--- src/rtl/tdict_pkg.sv ---
// Shared constants and types of the trie dictionary: op and status codes,
// field widths and parameter defaults. No dependencies.
`default_nettype none

package tdict_pkg;

   // Parameter defaults
   localparam int DEF_ALPHABET_SIZE = 58;
   localparam int DEF_NODE_COUNT    = 1024;

   // Field widths
   localparam int OP_W     = 2;
   localparam int SYMBOL_W = 8;
   localparam int STATUS_W = 2;

   // First valid key character ('A')
   localparam logic [SYMBOL_W-1:0] FIRST_SYMBOL = 8'd65;

   // Operation codes; the unused code behaves as search
   localparam logic [OP_W-1:0] OP_INSERT = 2'd0;
   localparam logic [OP_W-1:0] OP_SEARCH = 2'd1;
   localparam logic [OP_W-1:0] OP_REMOVE = 2'd2;

   // Status codes
   localparam logic [STATUS_W-1:0] ST_OK    = 2'd0;
   localparam logic [STATUS_W-1:0] ST_POOL  = 2'd1;
   localparam logic [STATUS_W-1:0] ST_RANGE = 2'd2;

   // One result item
   typedef struct packed {
      logic                done_res;
      logic                answer;
      logic [STATUS_W-1:0] status;
   } result_type;

endpackage

`default_nettype wire

--- src/rtl/tdict_ctrl.sv ---
// Sequencer of the trie dictionary: walk registers, node allocation,
// clearing pass, result register. Uses tdict_pkg; drives both RAMs.
`default_nettype none

module tdict_ctrl import tdict_pkg::*; #(
   parameter int ALPHABET_SIZE = DEF_ALPHABET_SIZE,
   parameter int NODE_COUNT    = DEF_NODE_COUNT,
   localparam int SLOT_COUNT   = NODE_COUNT * ALPHABET_SIZE,
   localparam int SLOT_W       = $clog2(SLOT_COUNT),
   localparam int NODE_W       = $clog2(NODE_COUNT)
) (
   input  wire logic                clock,
   input  wire logic                reset,
   // item input
   input  wire logic                req_valid,
   output logic                     req_stall,
   input  wire logic [OP_W-1:0]     req_op,
   input  wire logic [SYMBOL_W-1:0] req_symbol,
   input  wire logic                req_last,
   input  wire logic                req_empty_key,
   // result output
   output logic                     rsp_valid,
   input  wire logic                rsp_stall,
   output logic                     rsp_done_res,
   output logic                     rsp_answer,
   output logic [STATUS_W-1:0]      rsp_status,
   // child link RAM
   output logic                     link_we,
   output logic [SLOT_W-1:0]        link_waddr,
   output logic [NODE_W-1:0]        link_wdata,
   output logic [SLOT_W-1:0]        link_raddr,
   input  wire logic [NODE_W-1:0]   link_rdata,
   // end mark RAM
   output logic                     mark_we,
   output logic [NODE_W-1:0]        mark_waddr,
   output logic                     mark_wdata,
   output logic [NODE_W-1:0]        mark_raddr,
   input  wire logic                mark_rdata
);

   localparam int FREE_W = $clog2(NODE_COUNT + 1);

   typedef enum logic [4:0] {
      S_CLEAR = 5'b00001,
      S_IDLE  = 5'b00010,
      S_LINK  = 5'b00100,
      S_MARK  = 5'b01000,
      S_EMIT  = 5'b10000
   } state_type;

   state_type state_ff, state_in;

   // walk state
   logic [NODE_W-1:0] cur_node_ff, cur_node_in;
   logic [SLOT_W-1:0] node_base_ff, node_base_in;
   logic [FREE_W-1:0] next_free_ff, next_free_in;
   logic              walk_failed_ff, walk_failed_in;
   logic [SLOT_W-1:0] clr_ff, clr_in;

   // item being worked on
   logic [OP_W-1:0]   op_ff, op_in;
   logic              last_ff, last_in;
   logic              range_bad_ff, range_bad_in;
   logic [SLOT_W-1:0] slot_ff, slot_in;
   logic [NODE_W-1:0] conc_node_ff, conc_node_in;

   // result register and pending result
   logic       rsp_valid_ff, rsp_valid_in;
   result_type rsp_ff, rsp_in;
   result_type pend_ff, pend_in;

   logic              req_accept;
   logic              emit_ok;
   logic [8:0]        sym_diff;
   logic              sym_bad;
   logic [SLOT_W-1:0] idx_ext;
   logic [NODE_W-1:0] mul_node;
   logic [SLOT_W-1:0] mul_prod;
   logic              fin;
   result_type        fin_res;
   logic [NODE_W-1:0] node_nx;
   logic              fail_nx;
   logic [STATUS_W-1:0] st_nx;

   assign req_stall  = (state_ff != S_IDLE);
   assign req_accept = req_valid && !req_stall;
   assign emit_ok    = !rsp_valid_ff || !rsp_stall;

   // Symbol range check and slot offset
   assign sym_diff = {1'b0, req_symbol} - {1'b0, FIRST_SYMBOL};
   assign sym_bad  = sym_diff[8] || (sym_diff >= 9'(ALPHABET_SIZE));
   assign idx_ext  = sym_bad ? '0 : SLOT_W'(sym_diff[7:0]);

   // Row base of the node the walk moves to
   assign mul_prod = SLOT_W'(SLOT_W'(mul_node) * SLOT_W'(ALPHABET_SIZE));

   // Sequencer
   always_comb begin
      state_in       = state_ff;
      cur_node_in    = cur_node_ff;
      node_base_in   = node_base_ff;
      next_free_in   = next_free_ff;
      walk_failed_in = walk_failed_ff;
      clr_in         = clr_ff;
      op_in          = op_ff;
      last_in        = last_ff;
      range_bad_in   = range_bad_ff;
      slot_in        = slot_ff;
      conc_node_in   = conc_node_ff;
      pend_in        = pend_ff;

      link_we    = 1'b0;
      link_waddr = slot_ff;
      link_wdata = next_free_ff[NODE_W-1:0];
      link_raddr = node_base_ff + idx_ext;
      mark_we    = 1'b0;
      mark_waddr = conc_node_ff;
      mark_wdata = 1'b0;
      mark_raddr = '0;

      mul_node = link_rdata;
      node_nx  = cur_node_ff;
      fail_nx  = walk_failed_ff;
      st_nx    = ST_OK;
      fin      = 1'b0;
      fin_res  = '{done_res: 1'b0, answer: 1'b0, status: ST_OK};

      unique case (state_ff)
         S_CLEAR: begin
            link_we    = 1'b1;
            link_waddr = clr_ff;
            link_wdata = '0;
            mark_we    = (clr_ff < SLOT_W'(NODE_COUNT));
            mark_waddr = clr_ff[NODE_W-1:0];
            clr_in     = clr_ff + 1'b1;
            if (clr_ff == SLOT_W'(SLOT_COUNT - 1)) begin
               state_in = S_IDLE;
            end
         end

         S_IDLE: begin
            if (req_accept) begin
               op_in        = req_op;
               last_in      = req_last;
               range_bad_in = sym_bad;
               slot_in      = link_raddr;
               if (req_empty_key) begin
                  // zero-length key: abandon the walk, look at the root
                  cur_node_in    = '0;
                  node_base_in   = '0;
                  walk_failed_in = 1'b0;
                  conc_node_in   = '0;
                  state_in       = S_MARK;
               end else begin
                  state_in = S_LINK;
               end
            end
         end

         S_LINK: begin
            // follow or allocate the child link
            if (walk_failed_ff) begin
               fail_nx = 1'b1;
            end else if (range_bad_ff) begin
               st_nx   = ST_RANGE;
               fail_nx = 1'b1;
            end else if (link_rdata != '0) begin
               node_nx = link_rdata;
            end else if (op_ff == OP_INSERT) begin
               if (next_free_ff == FREE_W'(NODE_COUNT)) begin
                  st_nx   = ST_POOL;
                  fail_nx = 1'b1;
               end else begin
                  link_we      = 1'b1;
                  node_nx      = next_free_ff[NODE_W-1:0];
                  next_free_in = next_free_ff + 1'b1;
               end
            end else begin
               fail_nx = 1'b1;
            end
            mul_node = node_nx;

            if (!last_ff) begin
               cur_node_in    = node_nx;
               node_base_in   = mul_prod;
               walk_failed_in = fail_nx;
               fin            = 1'b1;
               fin_res.status = st_nx;
            end else begin
               cur_node_in    = '0;
               node_base_in   = '0;
               walk_failed_in = 1'b0;
               if (fail_nx) begin
                  fin              = 1'b1;
                  fin_res.done_res = 1'b1;
                  fin_res.status   = st_nx;
               end else begin
                  mark_raddr   = node_nx;
                  conc_node_in = node_nx;
                  state_in     = S_MARK;
               end
            end
         end

         S_MARK: begin
            // conclude the key on its final node
            fin              = 1'b1;
            fin_res.done_res = 1'b1;
            case (op_ff)
               OP_INSERT: begin
                  mark_we        = 1'b1;
                  mark_wdata     = 1'b1;
                  fin_res.answer = 1'b1;
               end
               OP_REMOVE: begin
                  mark_we        = mark_rdata;
                  fin_res.answer = mark_rdata;
               end
               default: begin
                  fin_res.answer = mark_rdata;
               end
            endcase
         end

         S_EMIT: begin
            if (emit_ok) begin
               state_in = S_IDLE;
            end
         end

         default: begin
            state_in = S_IDLE;
         end
      endcase

      // finished item: straight to the result register, or park it
      if (fin) begin
         if (emit_ok) begin
            state_in = S_IDLE;
         end else begin
            pend_in  = fin_res;
            state_in = S_EMIT;
         end
      end
   end

   // Result register
   always_comb begin
      rsp_valid_in = rsp_valid_ff;
      rsp_in       = rsp_ff;
      if (!rsp_stall) begin
         rsp_valid_in = 1'b0;
      end
      if (fin && emit_ok) begin
         rsp_valid_in = 1'b1;
         rsp_in       = fin_res;
      end else if (state_ff == S_EMIT && emit_ok) begin
         rsp_valid_in = 1'b1;
         rsp_in       = pend_ff;
      end
   end

   // Control registers
   always_ff @(posedge clock) begin
      if (reset) begin
         state_ff       <= S_CLEAR;
         cur_node_ff    <= '0;
         node_base_ff   <= '0;
         next_free_ff   <= FREE_W'(1);
         walk_failed_ff <= 1'b0;
         clr_ff         <= '0;
         rsp_valid_ff   <= 1'b0;
      end else begin
         state_ff       <= state_in;
         cur_node_ff    <= cur_node_in;
         node_base_ff   <= node_base_in;
         next_free_ff   <= next_free_in;
         walk_failed_ff <= walk_failed_in;
         clr_ff         <= clr_in;
         rsp_valid_ff   <= rsp_valid_in;
      end
   end

   // Payload registers
   always_ff @(posedge clock) begin
      op_ff        <= op_in;
      last_ff      <= last_in;
      range_bad_ff <= range_bad_in;
      slot_ff      <= slot_in;
      conc_node_ff <= conc_node_in;
      pend_ff      <= pend_in;
      rsp_ff       <= rsp_in;
   end

   assign rsp_valid    = rsp_valid_ff;
   assign rsp_done_res = rsp_ff.done_res;
   assign rsp_answer   = rsp_ff.answer;
   assign rsp_status   = rsp_ff.status;

endmodule

`default_nettype wire

--- config.mk ---
export PLATFORM = sky130hd
export DESIGN_NAME = tdict_ctrl
export DESIGN_NICKNAME = d
export VERILOG_FILES = /design/src/rtl/tdict_pkg.sv /design/src/rtl/tdict_ctrl.sv
export SDC_FILE = /design/constraint.sdc
export NUM_CORES = 1
export LEC_CHECK = 0
export ABC_AREA = 1
export BUFFER_PORTS_ARGS = -buffer_cell sky130_fd_sc_hd__buf_2
export CORE_ASPECT_RATIO = 0.9
export CORE_UTILIZATION = 30
export DETAILED_ROUTE_END_ITERATION = 10
export RECOVER_POWER = 25
export SETUP_SLACK_MARGIN = 0.1
export SLEW_MARGIN = 20
export SYNTH_ARGS = -nofsm -noshare
export SYNTH_HDL_FRONTEND = slang
export SYNTH_SLANG_ARGS = --single-unit
--- constraint.sdc ---
create_clock -name clock -period 4.8 [get_ports clock]
set_input_delay 0.96 -clock clock [delete_from_list [all_inputs] [get_ports clock]]
set_output_delay 0.96 -clock clock [all_outputs]
set_load 0.05 [all_outputs]
# == Word-level counts from Yosys, hierarchy flattened ==
# Index checks and enable logic that the tools add are counted.
# totals
register_bits,98
inputBits,27
output_inout_bits,71
wordCells,141
# op_classes
add_sub_neg,4
mul,1
n_lt_le_gt_ge,2
eq_ne,20
n_mux,73
bitwise,5
n_reduce_logical,18
# ops
cell,n
$mux 10,16
$mux 16,4
$pmux 10 s2,2
$mux 5,7
$pmux 16 s2,1
$mux 1,27
$pmux 5 s5,1
$add 16x1->16 const B,1
$add 16x8->16,1
$eq 16x16->1 const B,1
$lt 16x11->1 const B,1
$mul 10x5->15 const B,1
$ne 3x3->1 const B,5
$mux 4,3
$pmux 1 s2,6
$reduce_and 6->1,2
$add 11x1->11 const B,1
$eq 11x11->1 const B,1
$mux 2,5
$ne 2x2->1 const B,5
$reduce_bool 10->1,1
$ge 9x6->1 const B,1
$sub 8x7->9 const B,1
$mux 8,1
other kinds (17),28

# == Depth between registers and ports, before layout ==
# depth
ltp_word,12
mapped_depth,32

# == Worst setup path after synthesis ==
# Ideal clock, no wire load.
# synth_timing
kind,input to output
startpoint,input port req_symbol[0]
endpoint,output port link_raddr[13]
t_arrival_ps,4139
t_required_ps,3840
setup_slack_ps,-299
path_stages,19
path_cell_list,inv_1 -> ha_1 -> xor2_1 -> nor3b_1 -> nor3_1 -> nand2_1 -> nand2_1 -> nor2_1 -> ha_1 -> inv_1 -> fa_1 -> nand3b_1 -> nand3_1 -> inv_1 -> o21ai_0 -> nand2_1 -> nor2_1 -> nand2_1 -> xnor2_1
# synth_between
elab_chain_len,5
# synth_lines
element,line_no,rtl
start: declaration,tdict_ctrl.sv:18,"input wire logic [SYMBOL_W-1:0] req_symbol,"
$sub 8x7->9 (*),tdict_ctrl.sv:90,"assign sym_diff = {1'b0, req_symbol} - {1'b0, FIRST_SYMBOL};"
$ge 9x6->1,tdict_ctrl.sv:91,assign sym_bad = sym_diff[8] || (sym_diff >= 9'(ALPHABET_SIZE));
$logic_or 1x1->1 (*),tdict_ctrl.sv:91,
net sym_bad,tdict_ctrl.sv:75,logic sym_bad;
$mux 8 (*),tdict_ctrl.sv:92,assign idx_ext = sym_bad ? '0 : SLOT_W'(sym_diff[7:0]);
$add 16x8->16 (*),tdict_ctrl.sv:115,link_raddr = node_base_ff + idx_ext;
end: declaration,tdict_ctrl.sv:31,"output logic [SLOT_W-1:0] link_raddr,"
# The timed path passes the listed nets; every way through them passes the cells marked *.

# == Worst setup path in the final report ==
# layout_timing
startpoint,input port req_symbol[1]
endpoint,output port link_raddr[15]
# Same word-level chain as after synthesis.

==> run summary <==
crit-path max FO = 4
# IOs = 98
via/cell ratio = 4.641
complex-gate fraction of the synthesized area = 10.76%
Critical-path top delay cell = fa_2
final slew viol count = 67
top cells by area, synth = dfxtp_1, edfxtp_1, nand2_1, ha_1, inv_1
Setup crit end kind = output pin
Max-slew headroom = -58.49%
top-count cell post-synth = nand2_1
area of the multi-input gates = 0.004393 mm2
final period utilization = 99.10%
Post-synth EDFFs = 38
skew final = 11.98 ps
Residual DRC = 0
Critical Path RT = 3840 ps
die height = 145.9 um
core area = 0.02251 mm2
Max H-tree Level = 3
Final ANT Viol Nets = 0
die area = 0.02360 mm2
critical-path cell list = buf_6 > inv_4 > ha_4 > xor2_2 > nor3b_2 > nor3_2 > nand2_1 > nand2_2 > nor2_2 > ha_2 > inv_2 > fa_2 > nand3b_1 > nand3_2 > inv_2 > o21ai_2 > nand2_1 > nor2_2 > buf_6 > nand2_4 > xnor2_4 > buf_12
worst slack at placement = -316.6 ps
filler cell count = 2230
initial core utilization = 30.64%
clock buffer count from CTS = 9
CTS tree = yes
GRT Util Overall = 16.44%
shortest period the worst path allows = 4757 ps
Final Core Density = 41.82%
via count of the first global-routing pass = 6139
Final Net Count = 1200
Setup CP Type = primary input to output pin
RePlAce Congestion = 0.8582
crit-path max cell delay = 320 ps
final wirelength = 19910 um
fin worst setup slack = 43.11 ps
yosys warns = 0
# rows = 52
Avg WL per Cell = 14.04 um
cell leakage power = 4.363 nW
# setup viols final = 0
Sink Count = 97
Yosys top cell by area = dfxtp_1
f_max = 0.2102 GHz
fraction of final layout cells sized beyond drive strength 1 = 33.18%
Post-Synth Simple-Gate Area = 30.07%
status = complete, but fails checks
mux cell area share after synthesis = 0%
Min-Delay Path Class = register to register
Syn Inst Count = 917
Synth top area share = 17.12%
Yosys reg bits = 97
Most used DFF post-synth = dfxtp_1
detailed-route via count = 6581
Root Driver = clkbuf_16
sequential area share after synthesis = 33.67%
Max-cap violations = 2
Final Hold Viols = 0
Power Density = 304.0 mW/mm2
Peak VDD IR = 0.0001905 V
HPWL after DPL = 14930 um
largest net degree at the start of global routing = 46
Synth top cells by count = nand2_1, inv_1, nor2_1
I/O Buffers = 97
failing checks = max-capacitance violations, max-slew violations
post-synthesis cell type count = 53
Slew @ Worst Pin = 2377 ps
DR pass1 iterations = 5
gr ovfl total = 0
RSZ-0062 raised after global routing = true
Cell Count, Final, Fillers Out = 1418
antenna violations before repair = 0
Post-synth ARST share = 0%
n_diodes = 0
XOR/XNOR share of the synthesized area = 3.936%
clock buffer depth = 2
Post-Synth Adder-Cell Area = 11.86%
combinational family with the most area after synthesis = simple AND/OR/NAND/NOR gates
Reg area = 0.002322 mm2
first-pass GRT wire length = 30910 um
DIE WIDTH = 161.8 um
worst path arrival time = 3800 ps
Synth Area per Inst = 7.522 um2
worst-skew pair later-pin latency = 350 ps
clock slew at reported path FFs = 70 ps
Startpoint Class = primary input
cell area after synthesis = 0.006898 mm2
Inst Count DP = 1385
area grow syn2layout = 36.48%
1st-iter DRT viols = 316
[kinds of logic after synthesis]
logic type | count (synthesis)
buffers and inverters | 167
other | 1
and+or+nand+nor | 441
DFF | 97
xor gates and xnor gates | 31
adders and majority gates | 57
AOI/OAI and AO/OA | 123
[cell usage in the layout, fill, tap and decap left out, drive strengths merged, types with 3 or more instances in the layout]
master  count
o21bai      8
nand3      47
clkinv      3
fa         14
o21ai      34
xnor2       6
edfxtp     38
nand4      14
nor2      102
dfxtp      59
a21oi      70
ha         43
clkbuf     18
inv       148
nor3       26
nor4        5
nand2     242
buf       199
xor2       25
[final timing paths]
kind                                     start                       endpoint  slack, ps  cells after the start
hold reg to reg    cur_node_ff[7]$_SDFFE_PP0P_    cur_node_ff[7]$_SDFFE_PP0P_        470                      2
setup reg to reg  next_free_ff[0]$_SDFFE_PP1P_  node_base_ff[12]$_SDFFE_PP0P_         90                     27
setup / recovery                 req_symbol[1]                 link_raddr[15]         40                     22
hold / removal     cur_node_ff[7]$_SDFFE_PP0P_    cur_node_ff[7]$_SDFFE_PP0P_        470                      2
[sequential cells by signal (all words and copies together) (netlist names)]
signal	flops
clr_ff	16
op_ff	2
rsp_valid	1
rsp_answer	1
range_bad_ff	1
pend_ff	4
last_ff	1
cur_node_ff	10
rsp_status	2
state_ff	5
conc_node_ff	10
node_base_ff	15
next_free_ff	11
rsp_done_res	1
slot_ff	16
walk_failed_ff	1
[through the flow]
| stage | total power (W) | TNS, ps | hold slack [ps] | area (um2) |
|---|---|---|---|---|
| 3_5_place_dp | 0.001883 | -2851 | 455.4 | 8423 |
| 4_1_cts | 0.002657 | 0 | 466.4 | 8831 |
| 3_3_place_gp | 0.001877 | -1811 | 452.2 | 8423 |
| 6_report | 0.002862 | 0 | 465.8 | 9414 |
| 2_1_floorplan | 0.001572 | 0 | 443.5 | 6957 |
| 5_1_grt | 0.003009 | -1016 | 475.1 | 9414 |
[where the power goes]
part | internal [W] | switching (W)
registers | 0.000867 | 0.0000131
clock network | 0.000420 | 0.000331
logic | 0.000452 | 0.000779
total | 0.00174 | 0.00112
[worst max-delay path: cells and delay by family]
kind	cells	cell delay [ps]
buf+inv	6	510
fa+ha+maj	3	680
xor+xnor	2	340
compound gates	1	150
simple gates	10	1160
[final cells by class]
cell class	instances	area share, %
multi-input combinational	654	46.66
sequential	97	24.67
timing repair buffer	207	15.47
inverter	147	6.021
tap	297	3.947
clock buffer	10	2.539
clock inverter	6	0.6911
[metal layers]
metal,share of wire (%),track usage [%],vias to the layer above
met5,0,0,-
met4,1.7,4.057,0
met3,2.9,2.166,26
met2,50,28.69,117
met1,45,21.27,3108
li1,-,-,3330
[repair_timing]
item	4_1_cts	5_1_grt
endpoints found under the hold margin	0	0
setup endpoints to repair	12	20
pin swaps	6	72
setup buffers	0	17
hold buffers	0	0
gates resized for setup	27	120
(Power assumes the default switching activity.)
